<file path="src/rtl/ptq_pkg.sv">
`timescale 1ns / 1ps
// ---------------------------------------------------------------------------
// ptq_pkg - shared types and codes for the priority ticket queue
// Action and status codes, class count, parameter defaults and the cell
// status bundle.
// ---------------------------------------------------------------------------
package ptq_pkg;

    localparam int NUM_CLASSES       = 4;
    localparam int CLASS_W           = 2;
    localparam int FIELD_NUMBER_W    = 16;
    localparam int CLASS_DEPTH_DEF   = 16;
    localparam int NUMBER_BITS_DEF   = 16;

    // action codes
    localparam logic ACT_ENQUEUE = 1'b0;
    localparam logic ACT_DEQUEUE = 1'b1;

    // result status codes
    localparam logic [1:0] ST_ENQUEUED = 2'd0;
    localparam logic [1:0] ST_SERVED   = 2'd1;
    localparam logic [1:0] ST_EMPTY    = 2'd2;
    localparam logic [1:0] ST_FULL     = 2'd3;

    // what one class cell reports to the top level
    typedef struct packed {
        logic full;
        logic take;
    } ptq_cell_stat_t;

endpackage

</file>
<file path="src/rtl/ptq_class_cell.sv">
`timescale 1ns / 1ps
// ---------------------------------------------------------------------------
// ptq_class_cell - one priority class of the ticket queue
// Holds a FIFO ring of ticket numbers with head, tail and count. A dequeue
// claim runs down the chain of cells; the first non-empty cell takes it.
// ---------------------------------------------------------------------------
module ptq_class_cell #(
    parameter int DEPTH = ptq_pkg::CLASS_DEPTH_DEF,
    parameter int NUM_W = ptq_pkg::NUMBER_BITS_DEF
) (
    input  logic                    aclk,
    input  logic                    aresetn,
    input  logic                    enq,
    input  logic                    deq,
    input  logic [NUM_W-1:0]        wr_number,
    input  logic                    claim_in,
    output logic                    claim_out,
    output ptq_pkg::ptq_cell_stat_t stat,
    output logic [NUM_W-1:0]        rd_number
);
    import ptq_pkg::*;

    localparam int PTR_W = (DEPTH > 1) ? $clog2(DEPTH) : 1;
    localparam int CNT_W = $clog2(DEPTH + 1);

    logic [NUM_W-1:0] mem [DEPTH];
    logic [PTR_W-1:0] head_reg, head_next;
    logic [PTR_W-1:0] tail_reg, tail_next;
    logic [CNT_W-1:0] count_reg, count_next;
    logic [NUM_W-1:0] rd_reg;
    logic             full;
    logic             nonempty;
    logic             do_write;
    logic             do_take;

    assign full      = (count_reg == CNT_W'(DEPTH));
    assign nonempty  = (count_reg != '0);
    assign do_write  = enq && !full;
    assign do_take   = deq && !claim_in && nonempty;
    assign claim_out = claim_in || nonempty;

    always_comb begin
        head_next  = head_reg;
        tail_next  = tail_reg;
        count_next = count_reg;
        if (do_write) begin
            tail_next  = (tail_reg == PTR_W'(DEPTH - 1)) ? '0 : tail_reg + 1'b1;
            count_next = count_reg + 1'b1;
        end else if (do_take) begin
            head_next  = (head_reg == PTR_W'(DEPTH - 1)) ? '0 : head_reg + 1'b1;
            count_next = count_reg - 1'b1;
        end
    end

    always_ff @(posedge aclk) begin
        if (!aresetn) begin
            head_reg  <= '0;
            tail_reg  <= '0;
            count_reg <= '0;
        end else begin
            head_reg  <= head_next;
            tail_reg  <= tail_next;
            count_reg <= count_next;
        end
    end

    always_ff @(posedge aclk) begin
        if (do_write) begin
            mem[tail_reg] <= wr_number;
        end
        if (do_take) begin
            rd_reg <= mem[head_reg];
        end
    end

    assign stat.full     = full;
    assign stat.take     = do_take;
    assign rd_number     = rd_reg;

endmodule

</file>
<file path="src/rtl/four_class_priority_ticket_queue.sv">
`timescale 1ns / 1ps
// ---------------------------------------------------------------------------
// four_class_priority_ticket_queue - strict priority ticket queue
// Four FIFO class cells (D, G, I, N) in a priority chain; enqueue into a
// class or dequeue the oldest ticket of the highest non-empty class.
//
//   channel  | direction | fields
//   s_*      | in        | action, ticket_category, ticket_number
//   m_*      | out       | status, served_category, served_number
//
// For each item, the accept cycle updates the class cell and registers its
// ring memory read; the output register then loads when empty or taken.
// A stalled result holds the next item in the read stage (s_ready low).
// Reset clears the class pointers and counts; ring contents are not reset.
// ---------------------------------------------------------------------------
module four_class_priority_ticket_queue #(
    parameter int CLASS_DEPTH = ptq_pkg::CLASS_DEPTH_DEF,
    parameter int NUMBER_BITS = ptq_pkg::NUMBER_BITS_DEF
) (
    input  logic                                aclk,
    input  logic                                aresetn,
    input  logic                                s_valid,
    output logic                                s_ready,
    input  logic                                s_action,
    input  logic [ptq_pkg::CLASS_W-1:0]         s_ticket_category,
    input  logic [ptq_pkg::FIELD_NUMBER_W-1:0]  s_ticket_number,
    output logic                                m_valid,
    input  logic                                m_ready,
    output logic [1:0]                          m_status,
    output logic [ptq_pkg::CLASS_W-1:0]         m_served_category,
    output logic [ptq_pkg::FIELD_NUMBER_W-1:0]  m_served_number
);
    import ptq_pkg::*;

    logic                  accept;
    logic                  is_enq;
    logic                  is_deq;
    logic [NUM_CLASSES:0]  claim;
    ptq_cell_stat_t        stat [NUM_CLASSES];
    logic [NUMBER_BITS-1:0] rd_number [NUM_CLASSES];
    logic [NUMBER_BITS+FIELD_NUMBER_W-1:0] in_ext;
    logic [NUMBER_BITS-1:0] wr_number;

    logic                  busy_reg, busy_next;
    logic [1:0]            pend_status_reg, pend_status_next;
    logic [CLASS_W-1:0]    pend_cat_reg, pend_cat_next;
    logic [CLASS_W-1:0]    take_idx;
    logic                  any_take;

    logic                  m_valid_reg, m_valid_next;
    logic [1:0]            m_status_reg;
    logic [CLASS_W-1:0]    m_cat_reg;
    logic [FIELD_NUMBER_W-1:0] m_number_reg;
    logic                  load_out;
    logic [NUMBER_BITS+FIELD_NUMBER_W-1:0] out_ext;
    logic [NUMBER_BITS-1:0] sel_number;

    assign s_ready = !busy_reg;
    assign accept  = s_valid && s_ready;
    assign is_enq  = accept && (s_action == ACT_ENQUEUE);
    assign is_deq  = accept && (s_action == ACT_DEQUEUE);

    // keep the low NUMBER_BITS of the ticket number, zero above the field
    assign in_ext    = {{NUMBER_BITS{1'b0}}, s_ticket_number};
    assign wr_number = in_ext[NUMBER_BITS-1:0];

    assign claim[0] = 1'b0;

    for (genvar i = 0; i < NUM_CLASSES; i++) begin : g_cell
        ptq_class_cell #(
            .DEPTH (CLASS_DEPTH),
            .NUM_W (NUMBER_BITS)
        ) u_cell (
            .aclk      (aclk),
            .aresetn   (aresetn),
            .enq       (is_enq && (s_ticket_category == CLASS_W'(i))),
            .deq       (is_deq),
            .wr_number (wr_number),
            .claim_in  (claim[i]),
            .claim_out (claim[i+1]),
            .stat      (stat[i]),
            .rd_number (rd_number[i])
        );
    end

    // end of the claim chain: some class holds a ticket
    assign any_take = claim[NUM_CLASSES];

    always_comb begin
        take_idx = '0;
        for (int i = 0; i < NUM_CLASSES; i++) begin
            if (stat[i].take) begin
                take_idx = CLASS_W'(i);
            end
        end
    end

    always_comb begin
        busy_next        = busy_reg;
        pend_status_next = pend_status_reg;
        pend_cat_next    = pend_cat_reg;
        if (accept) begin
            busy_next     = 1'b1;
            pend_cat_next = '0;
            if (s_action == ACT_ENQUEUE) begin
                pend_status_next = stat[s_ticket_category].full ? ST_FULL : ST_ENQUEUED;
            end else if (any_take) begin
                pend_status_next = ST_SERVED;
                pend_cat_next    = take_idx;
            end else begin
                pend_status_next = ST_EMPTY;
            end
        end else if (load_out) begin
            busy_next = 1'b0;
        end
    end

    // result stage: ring read data is ready in the cycle after the transfer
    assign load_out     = busy_reg && (!m_valid_reg || m_ready);
    assign sel_number   = (pend_status_reg == ST_SERVED) ? rd_number[pend_cat_reg] : '0;
    assign out_ext      = {{FIELD_NUMBER_W{1'b0}}, sel_number};
    assign m_valid_next = load_out || (m_valid_reg && !m_ready);

    always_ff @(posedge aclk) begin
        if (!aresetn) begin
            busy_reg    <= 1'b0;
            m_valid_reg <= 1'b0;
        end else begin
            busy_reg    <= busy_next;
            m_valid_reg <= m_valid_next;
        end
    end

    always_ff @(posedge aclk) begin
        pend_status_reg <= pend_status_next;
        pend_cat_reg    <= pend_cat_next;
        if (load_out) begin
            m_status_reg <= pend_status_reg;
            m_cat_reg    <= pend_cat_reg;
            m_number_reg <= out_ext[FIELD_NUMBER_W-1:0];
        end
    end

    assign m_valid           = m_valid_reg;
    assign m_status          = m_status_reg;
    assign m_served_category = m_cat_reg;
    assign m_served_number   = m_number_reg;

endmodule

</file>
<file path="config.mk">
export PLATFORM = sky130hd
export DESIGN_NAME = four_class_priority_ticket_queue
export DESIGN_NICKNAME = d
export VERILOG_FILES = /design/src/rtl/ptq_pkg.sv /design/src/rtl/ptq_class_cell.sv /design/src/rtl/four_class_priority_ticket_queue.sv
export SDC_FILE = /design/constraint.sdc
export NUM_CORES = 1
export LEC_CHECK = 0
export ABC_AREA = 1
export BUFFER_PORTS_ARGS = -buffer_cell sky130_fd_sc_hd__buf_2
export CORE_MARGIN = 4
export CORE_UTILIZATION = 30
export CTS_BUF_LIST = sky130_fd_sc_hd__clkbuf_4 sky130_fd_sc_hd__clkbuf_8
export DETAILED_ROUTE_END_ITERATION = 16
export HOLD_SLACK_MARGIN = 0.05
export SYNTH_ARGS = -nofsm -noshare
export SYNTH_HDL_FRONTEND = slang
export SYNTH_SLANG_ARGS = --single-unit
</file>
<file path="constraint.sdc">
create_clock -name aclk -period 3.55 [get_ports aclk]
set_input_delay 0.71 -clock aclk [delete_from_list [all_inputs] [get_ports aclk]]
set_output_delay 0.71 -clock aclk [all_outputs]
set_load 0.02 [all_outputs]
</file>
# Word level (Yosys, flattened, before mapping)
# Memory sizes are Yosys's and may differ from the RTL's. A register that Yosys moved wholly into a read port is not among the register bits.
# Index checks and enable logic that the tools add are counted.
[word_totals]
register_bits = 78
mem_bits_rw = 1024
in_bits = 23
mem_count = 4
[mem_list]
columns = ["memory", "words", "width", "rd", "rd_ports_with_merged_regs", "write_ports", "line", "text"]
rows = [
  ["g_cell[0].u_cell.mem", 16, 16, 1, 1, 1, "ptq_class_cell.sv:26", "logic [NUM_W-1:0] mem [DEPTH];"],
  ["g_cell[1].u_cell.mem", 16, 16, 1, 1, 1, "ptq_class_cell.sv:26", ""],
  ["g_cell[2].u_cell.mem", 16, 16, 1, 1, 1, "ptq_class_cell.sv:26", ""],
  ["g_cell[3].u_cell.mem", 16, 16, 1, 1, 1, "ptq_class_cell.sv:26", ""],
]
[op_classes]
n_addsub = 16
magnitude_cmp = 2
eq_ne = 16
n_mux = 38
bitwise = 7
n_reduce_logical = 50
[ops]
columns = ["operator", "n"]
rows = [
  ["$mux 5", 8],
  ["$add 4x1->4 const B", 8],
  ["$bmux 16 s2", 1],
  ["$eq 4x4->1 const B", 8],
  ["$mux 16", 2],
  ["$mux 4", 8],
  ["$add 5x1->5 const B", 4],
  ["$eq 5x5->1 const B", 4],
  ["$logic_and 1x1->1", 20],
  ["$reduce_bool 5->1", 4],
  ["$sub 5x1->5 const B", 4],
  ["$mux 2", 7],
  ["$mux 1", 11],
  ["$logic_not 1->1", 10],
  ["$reduce_and 2->1", 5],
  ["$reduce_bool 2->1", 5],
  ["$ge 3x3->1 const B", 2],
  ["$not 2->3", 2],
  ["$logic_or 1x1->1", 5],
  ["$not 1->1", 5],
  ["$bmux 2 s2", 1],
  ["$eq 2x1->1 const B", 2],
  ["$eq 2x2->1 const B", 2],
  ["$logic_not 2->1", 1],
]

# Logic depth before layout (Yosys ltp)
# Gate-level depths: netlist of run 1.
[logic_depth]
depth_word = 11
ltp_mapped = 16
depth_no_buf = 15

# Modules after synthesis
# From an unflattened synthesis of run 1, not the netlist that was laid out.
[hier_totals]
cells_unflattened = 3778
hier_area_um2 = 47279.1
[modules_own_cells]
columns = ["mod", "instances", "cells_per_inst", "area_per_inst_um2", "seq_area_each_um2"]
rows = [
  ["ptq_class_cell (g_cell[0].u_cell ...)", 3, 881, 11390.9, 8428.1],
  ["ptq_class_cell (g_cell[3].u_cell)", 1, 881, 11393.4, 8428.1],
  ["four_class_priority_ticket_queue", 1, 254, 1712.9, 760.7],
]

# Worst setup path before layout of run 1
# Ideal clock, no wire load.
[synth_path]
path_kind = "input port to flip-flop"
startpoint = "input s_action"
endpoint = "memory g_cell[0].u_cell.mem[7][0] in the netlist's numbering, enable pin"
setup_time_ns = 0.409
arrival_ns = 2.426
setup_slack_ns = 0.715
cell_stages = 6
path_cell_list = "inv_1 nand3_2 nor2_1 nand2_1 buf_2 nor3_1"
[synth_via]
elab_chain_cells = 6
[synth_rtl]
columns = ["item", "line", "text"]
rows = [
  ["from (decl)", "four_class_priority_ticket_queue.sv:24", "input logic s_action,"],
  ["$not 1->1", "--", ""],
  ["$logic_and 1x1->1", "four_class_priority_ticket_queue.sv:60", "assign is_enq = accept && (s_action == ACT_ENQUEUE);"],
  ["$logic_and 1x1->1", "four_class_priority_ticket_queue.sv:76", ".enq (is_enq && (s_ticket_category == CLASS_W'(i))),"],
  ["$logic_and 1x1->1", "ptq_class_cell.sv:38", "assign do_write = enq && !full;"],
  ["$mux 1", "ptq_class_cell.sv:68", "if (do_write) begin"],
  ["$mux 1 (not written as such)", "ptq_class_cell.sv:69", "mem[tail_reg] <= wr_number;"],
  ["to (decl)", "ptq_class_cell.sv:26", ""],
]
# Every way passes these cells.

# Final worst setup path of run 1
[layout_path]
startpoint = "register busy_reg"
endpoint = "register g_cell[3].u_cell.count_reg[4]"
[layout_via]
elab_chain_cells = 6
word_cells_on_any_way = 10
cone_classes = "mux: 1; reduce/logical: 9"
[layout_rtl]
columns = ["item", "line", "text"]
rows = [
  ["from (decl)", "four_class_priority_ticket_queue.sv:44", "logic busy_reg, busy_next;"],
  ["from (signal assigned)", "four_class_priority_ticket_queue.sv:129", "busy_reg <= busy_next;"],
  ["$logic_not 1->1 (*)", "four_class_priority_ticket_queue.sv:58", "assign s_ready = !busy_reg;"],
  ["$logic_and 1x1->1 (*)", "four_class_priority_ticket_queue.sv:59", "assign accept = s_valid && s_ready;"],
  ["$logic_and 1x1->1 (on tied branches)", "four_class_priority_ticket_queue.sv:60, four_class_priority_ticket_queue.sv:61", ""],
  ["$logic_and 1x1->1 (on tied branches)", "four_class_priority_ticket_queue.sv:76, ptq_class_cell.sv:39", ""],
  ["$logic_and 1x1->1 (on tied branches)", "ptq_class_cell.sv:38, ptq_class_cell.sv:39", ""],
  ["$mux 5 or $reduce_bool 2->1 (tied branches)", "--", ""],
  ["to (signal assigned)", "ptq_class_cell.sv:63", "count_reg <= count_next;"],
  ["to (decl)", "ptq_class_cell.sv:29", "logic [CNT_W-1:0] count_reg, count_next;"],
]
# Every way passes the cells marked *; elsewhere a longest branch is shown, timed or not.
# A chain may end at the register's enable or synchronous reset.

==> flow_summary.yaml, run 1 <==
sta:
  period_share_pct: 70.5
  tightest_slew_ns: 1.15
  final.setup.tns_ns: 0
  finalHoldViolations: 0
  rsz0062_at_grt: "false"
  slew_violations: 0
  relSlewSlack_pct: 22.8
  setup_viol: 0
  clock_skew_ns: 0.0361
  max_freq_mhz: 399
  fin_crit_ns: 2.50
routing:
  num_vias: 29714
  via_per_inst: 4.98
  wirelength_um: 122000
  ant_nets: 0
  drt-initial-drc-count: 3420
  drt-wirelength-per-cell_um: 20.4
  drc: 0
  dr.pass1.iters: 5
cts:
  clk_latency_ns: 0.83
  numCtsBuffers: 187
  cts_tree: "built"
  path_clk_slew_ns: 0.06
  cts_setup_buffers: 0
  postCtsHoldBufs: 0
  clock-root-buffer: "clkbuf_8"
  clock_path_buffers: 3
  clock-sinks: 1166
  ctsResizeCount: 0
  h-tree-depth: 4
setup_path:
  cp_max_fo: 9
  arrival_ns: 3.21
  worst-setup-path-type: "register to register"
  required_ns: 4.26
  startpoint_type: "register"
  end_kind: "register"
layout:
  area_growth_pct: 14.6
  final_nets: 3837
  largest_reg_flops: 1024
  layout-drive-gt1-share_pct: 12.6
hold_path:
  holdCritPathClass: "input pin to register"
yosys:
  ys_ff_latch: 1166
  syn_nets: 3695
  synth_area_sq_mm: 0.0463
  synth_top_cell_by_area: "edfxtp_1"
  syn-instance-count: 3635
  synth_top_cells_by_count: "edfxtp_1, nor2_1, o21ai_0"
  yosysMostFrequentCell: "edfxtp_1"
  yosys_most_used_dff: "edfxtp_1"
  synth_top_area_share_pct: 72.2
  async_flop_share_pct: 0
  synth_edf_count: 1112
  synthTopCellsByArea: "edfxtp_1, nor2_1, o21ai_0, dfxtp_1, nand2_1"
  ys_types: 35
  avgSynthCellArea_sq_um: 12.7
  ys_seq_area_share_pct: 74.5
  ys_warn_count: 0
power:
  p_sw_uw: 7360
  p_comb_share_pct: 9.2
  pwr-share-clk_pct: 38.7
  finalPower_uw: 29600
  ir_worst_vdd_mv: 0.343
  powerDensity_mw_per_mm2: 558
  internal_power_uw: 22200
  leakage_uw: 0.0174
  p_sw_share_pct: 24.9
  seq_power_share_pct: 52.2
placed_design:
  port_buffers: 44
  globalplace.congestion: 0.883
  hpwl_um: 72700
die:
  start_util_pct: 30.3
  chipWidth_um: 401
  fp.dieH_um: 401
  dieArea_sq_mm: 0.161
  core.rowCount: 143
  io_pins: 45
  core_area_sq_mm: 0.153
outcome:
  status: "finished clean"
global_route:
  grt_use_total_pct: 14.6
  met2_usage_pct: 21.1
  grt_antenna_before_repair: 10
  use_met1_pct: 21.2
  grt_pass1_wl_um: 179000
  grt_max_degree: 132
  overflow: 0
  grt_pass1_vias: 28107
  grt-busiest-layer: "met1"
  use_met3_pct: 3.51
job:
  max_cap_violations: 0
## per-layer routing
layer,vias up,part of all wire [%]
li1,13611,-
met1,14663,45
met2,1226,43
met3,210,8.5
met4,4,3.1
met5,-,0.022
## power groups by stage
| stage | Combinational, uW | Sequential [uW] | Clock (uW) |
|---|---|---|---|
| 2_1_floorplan | 1600 | 15600 | 0 |
| 3_3_place_gp | 2670 | 15700 | 0 |
| 3_5_place_dp | 2690 | 15700 | 0 |
| 4_1_cts | 2700 | 15400 | 11700 |
| 5_1_grt | 2980 | 15400 | 12300 |
| 6_report | 2710 | 15400 | 11400 |
## final timing paths
kind / startpoint / to / slack, ns / cells after the start
setup / recovery: busy_reg / g_cell[3].u_cell.count_reg[4] / 1.05 / 15
hold / removal: s_valid / busy_reg / 0.22 / 3
setup reg to reg: busy_reg / g_cell[3].u_cell.count_reg[4] / 1.05 / 15
hold reg to reg: g_cell[1].u_cell.count_reg[3] / g_cell[1].u_cell.count_reg[3] / 0.50 / 2
## cell type report
cell class,count,area [sq um]
clock buffers,276,3280
flip-flops and latches,1166,34500
diodes,6,15.0
well taps,2030,2540
repair buffers,164,1350
multi-input cells,2174,10600
fillers,14726,99600
clock inverters,69,453
inverters,84,320
## critical path, stage by stage (launching register included)
cell     delay [ns]
dfxtp_1        0.34
inv_2          0.14
nand3_2        0.11
nor2_1         0.19
inv_1          0.11
nor2_4         0.27
inv_2          0.15
fa_1           0.48
a21oi_1        0.15
nor2_1         0.05
nor2_1         0.12
inv_1          0.05
nand3_1        0.06
nand2_1        0.05
nor2_1         0.09
nor2_1         0.04
## cells in the final DEF (no fill, tap or decap), types with 2 or more instances in the layout
master / Yosys / final
o32ai_1: 32 / 32
clkinv_8: 0 / 3
nand2_1: 233 / 233
nor2_4: 3 / 3
dfxtp_2: 0 / 3
buf_2: 71 / 44
bufinv_16: 0 / 4
dfxtp_4: 0 / 5
o22ai_1: 97 / 97
nor2_1: 841 / 841
buf_4: 4 / 102
edfxtp_1: 1112 / 1112
nand4_1: 3 / 3
nand3_1: 131 / 131
nor3b_1: 3 / 3
clkbuf_4: 0 / 83
a21oi_1: 52 / 51
clkinvlp_4: 0 / 2
inv_2: 8 / 5
clkinv_1: 7 / 49
o221ai_1: 30 / 30
o21ai_0: 561 / 561
inv_8: 0 / 2
buf_12: 0 / 18
diode_2: 0 / 6
inv_1: 69 / 67
dfxtp_1: 54 / 46
xor2_1: 10 / 10
o21ai_1: 21 / 21
xnor2_1: 4 / 4
nand2_2: 2 / 2
clkbuf_8: 0 / 193
o211ai_1: 98 / 98
nor3_2: 0 / 2
nor3_1: 11 / 9
inv_6: 0 / 2
fa_1: 4 / 4
ha_1: 33 / 33
clkinv_2: 0 / 19
## kinds of logic after synthesis
logic type / Yosys count / synth area share [%]
simple gates: 1231 / 10.5
xor+xnor: 14 / 0.265
compound gates: 892 / 11.0
flops: 1166 / 74.5
fa+ha+maj: 37 / 1.07
buf+inv: 295 / 2.67
## metrics by stage
stage	hold WS, ns	setup WS [ns]	utilization (%)	cell area [sq um]	instances
4_1_cts	0.135	1.04	34.7	53000	5963
2_1_floorplan	0.421	0.715	-	46300	3635
6_report	0.219	1.05	34.7	53000	5969
3_3_place_gp	0.482	0.562	32.3	49300	5618
3_5_place_dp	0.486	0.576	32.3	49300	5618
5_1_grt	0.186	0.831	34.7	53000	5964
No activity file was read; power rests on OpenSTA's default activity.
==> run 2, diff against run 1 <==
==> constraint.sdc (replaced) <==
create_clock -name aclk -period 2.5 [get_ports aclk]
set_input_delay 0.5 -clock aclk [delete_from_list [all_inputs] [get_ports aclk]]
set_output_delay 0.5 -clock aclk [all_outputs]
set_load 0.02 [all_outputs]
==> run 2 against run 1 <==
  * Wire length rose by 1.4%
  * Die area did not move
  * Non-clock buffer count rose by 52
  * Critical endpoint is now g_cell[1].u_cell.mem[13][6]
  * Highest routed layer is now met4
  * Register-to-register slack got worse by 0.90 ns
  * Cell count rose by 0.79%
  * Power rose by 42%
  * Flip-flop and latch count did not move
  * First-iteration DRC count rose by 1.6%
==> flow_summary.yaml, run 2 (same netlist as run 1, synthesis figures left out) <==
setup_path:
  worstReg2RegEnd: "g_cell[1].u_cell.mem[13][6]"
  crit_slowest_cell: "dfxtp_1"
  crit_chain: "inv_2 > nand3_2 > buf_4 > nor2_1 > buf_4 > nand2_1 > buf_4 > inv_1 > nand2_1 > nor2_1 > buf_12"
  startpoint_type: "register"
  regToRegSetupSlack_ns: 0.15
  path_buf_inv: 6
  path_common_cell: "buf_4"
  required_ns: 3.03
  end_kind: "register"
  reg2reg_from: "busy_reg"
  cp_max_fo: 16
  crit_path_max_incr_delay_ns: 0.34
  path_delay_family: "buffers and inverters"
  worst-setup-path-type: "register to register"
  reg2reg_depth: 11
  arrival_ns: 2.88
sta:
  tightest_slew_ns: 1.13
  final.setup.tns_ns: 0
  max_freq_mhz: 425
  fin_crit_ns: 2.35
  setup_viol: 0
  finalHoldViolations: 0
  rsz0062_at_grt: "false"
  clock_skew_ns: 0.0364
  period_share_pct: 94.1
  slew_violations: 0
  relSlewSlack_pct: 24.6
hold_path:
  holdPathEnd: "pend_status_reg[1]"
  holdCritPathClass: "input pin to register"
  min-delay-start: "s_action"
  min_path_cells: 3
cts:
  clock_path_buffers: 3
  cts_tree: "built"
  numCtsBuffers: 189
  path_clk_slew_ns: 0.06
  clk_latency_ns: 0.85
  clock-sinks: 1166
  h-tree-depth: 4
  clock-root-buffer: "clkbuf_8"
  ctsResizeCount: 0
routing:
  drt-initial-drc-count: 3475
  ant_nets: 0
  num_vias: 29752
  wl_met2_um: 55700
  drc: 0
  wl_met1_um: 55000
  met3_length_um: 9690
  via_per_inst: 4.95
  top_layer_used: "met4"
  drt-wirelength-per-cell_um: 20.5
  wirelength_um: 123000
  dr.pass1.iters: 6
die:
  io_pins: 45
  core.rowCount: 143
  fp.dieH_um: 401
  dieArea_sq_mm: 0.161
  start_util_pct: 30.3
  core_area_sq_mm: 0.153
  chipWidth_um: 401
power:
  powerDensity_mw_per_mm2: 775
  leakage_uw: 0.0178
  ir_worst_vdd_mv: 0.535
  finalPower_uw: 42000
global_route:
  grt_pass1_vias: 28815
  grt_use_total_pct: 14.8
  grt_pass1_wl_um: 183000
  overflow: 0
  grt_antenna_before_repair: 7
  grt_max_degree: 108
layout:
  final_cell_mix: "edfxtp_1, nor2_1, o21ai_0, nand2_1, clkbuf_8"
  layout-drive-gt1-share_pct: 13.5
  largest_reg_flops: 1024
  final_nets: 3891
  area_growth_pct: 17.3
  mostFrequentLayoutCell: "edfxtp_1"
outcome:
  status: "finished clean"
placed_design:
  globalplace.congestion: 0.843
  port_buffers: 44
  hpwl_um: 72100
job:
  max_cap_violations: 0
-- run 2: power by group --
part	internal, uW	total, uW	switching [uW]
logic	1160	4060	2890
clock network	8770	16100	7340
registers	21700	21900	203
-- run 2: repair_timing --
item / in CTS / in global routing
hold buffers: 2 / 0
hold endpoints to repair: 6 / 0
buffers inserted: 0 / 0
-- run 2: worst max path at each step --
| stage | from | to | cells after the start |
|---|---|---|---|
| floorplan | s_action | g_cell[2].u_cell.mem[0][0] | 8 |
| global placement | s_action | g_cell[1].u_cell.mem[0][11] | 12 |
| detailed placement | s_action | g_cell[1].u_cell.mem[13][10] | 12 |
| CTS | busy_reg | g_cell[1].u_cell.mem[4][6] | 11 |
| global route | busy_reg | g_cell[1].u_cell.count_reg[4] | 13 |
| finish | busy_reg | g_cell[1].u_cell.mem[13][6] | 11 |
-- run 2: final cells by class --
class	count	area [sq um]
inverter	84	320
antenna	5	12.5
clock buffer	269	3260
sequential	1166	34500
multi-input combinational	2174	10600
clock inverter	72	420
timing repair buffer	216	2630
tap	2030	2540
fill	14748	98400
-- run 2: worst reg2reg max path, delay by kind of cell, from the launching register on --
family	cells	cell delay [ns]
buffers and inverters	6	0.92
DFF	1	0.34
and+or+nand+nor	5	0.79
-- run 2: stage by stage --
step | setup slack, ns | std cells | util [%] | hold WS, ns | area [sq um]
final | 0.149 | 6016 | 35.6 | 0.174 | 54300
after floorplan | 0.0726 | 3635 | - | 0.421 | 46300
after CTS | 0.190 | 6011 | 35.5 | 0.0605 | 54200
after global routing | 0.0126 | 6012 | 35.5 | 0.114 | 54200
after detailed placement | -0.0967 | 5668 | 33.1 | 0.506 | 50500
after global placement | -0.0278 | 5668 | 33.1 | 0.487 | 50500
-- run 2: layer usage --
metal	vias up	track usage (%)
met4	0	4.63
met1	14656	21.3
li1	13725	-
met2	1188	22.6
met5	-	0
met3	183	2.81
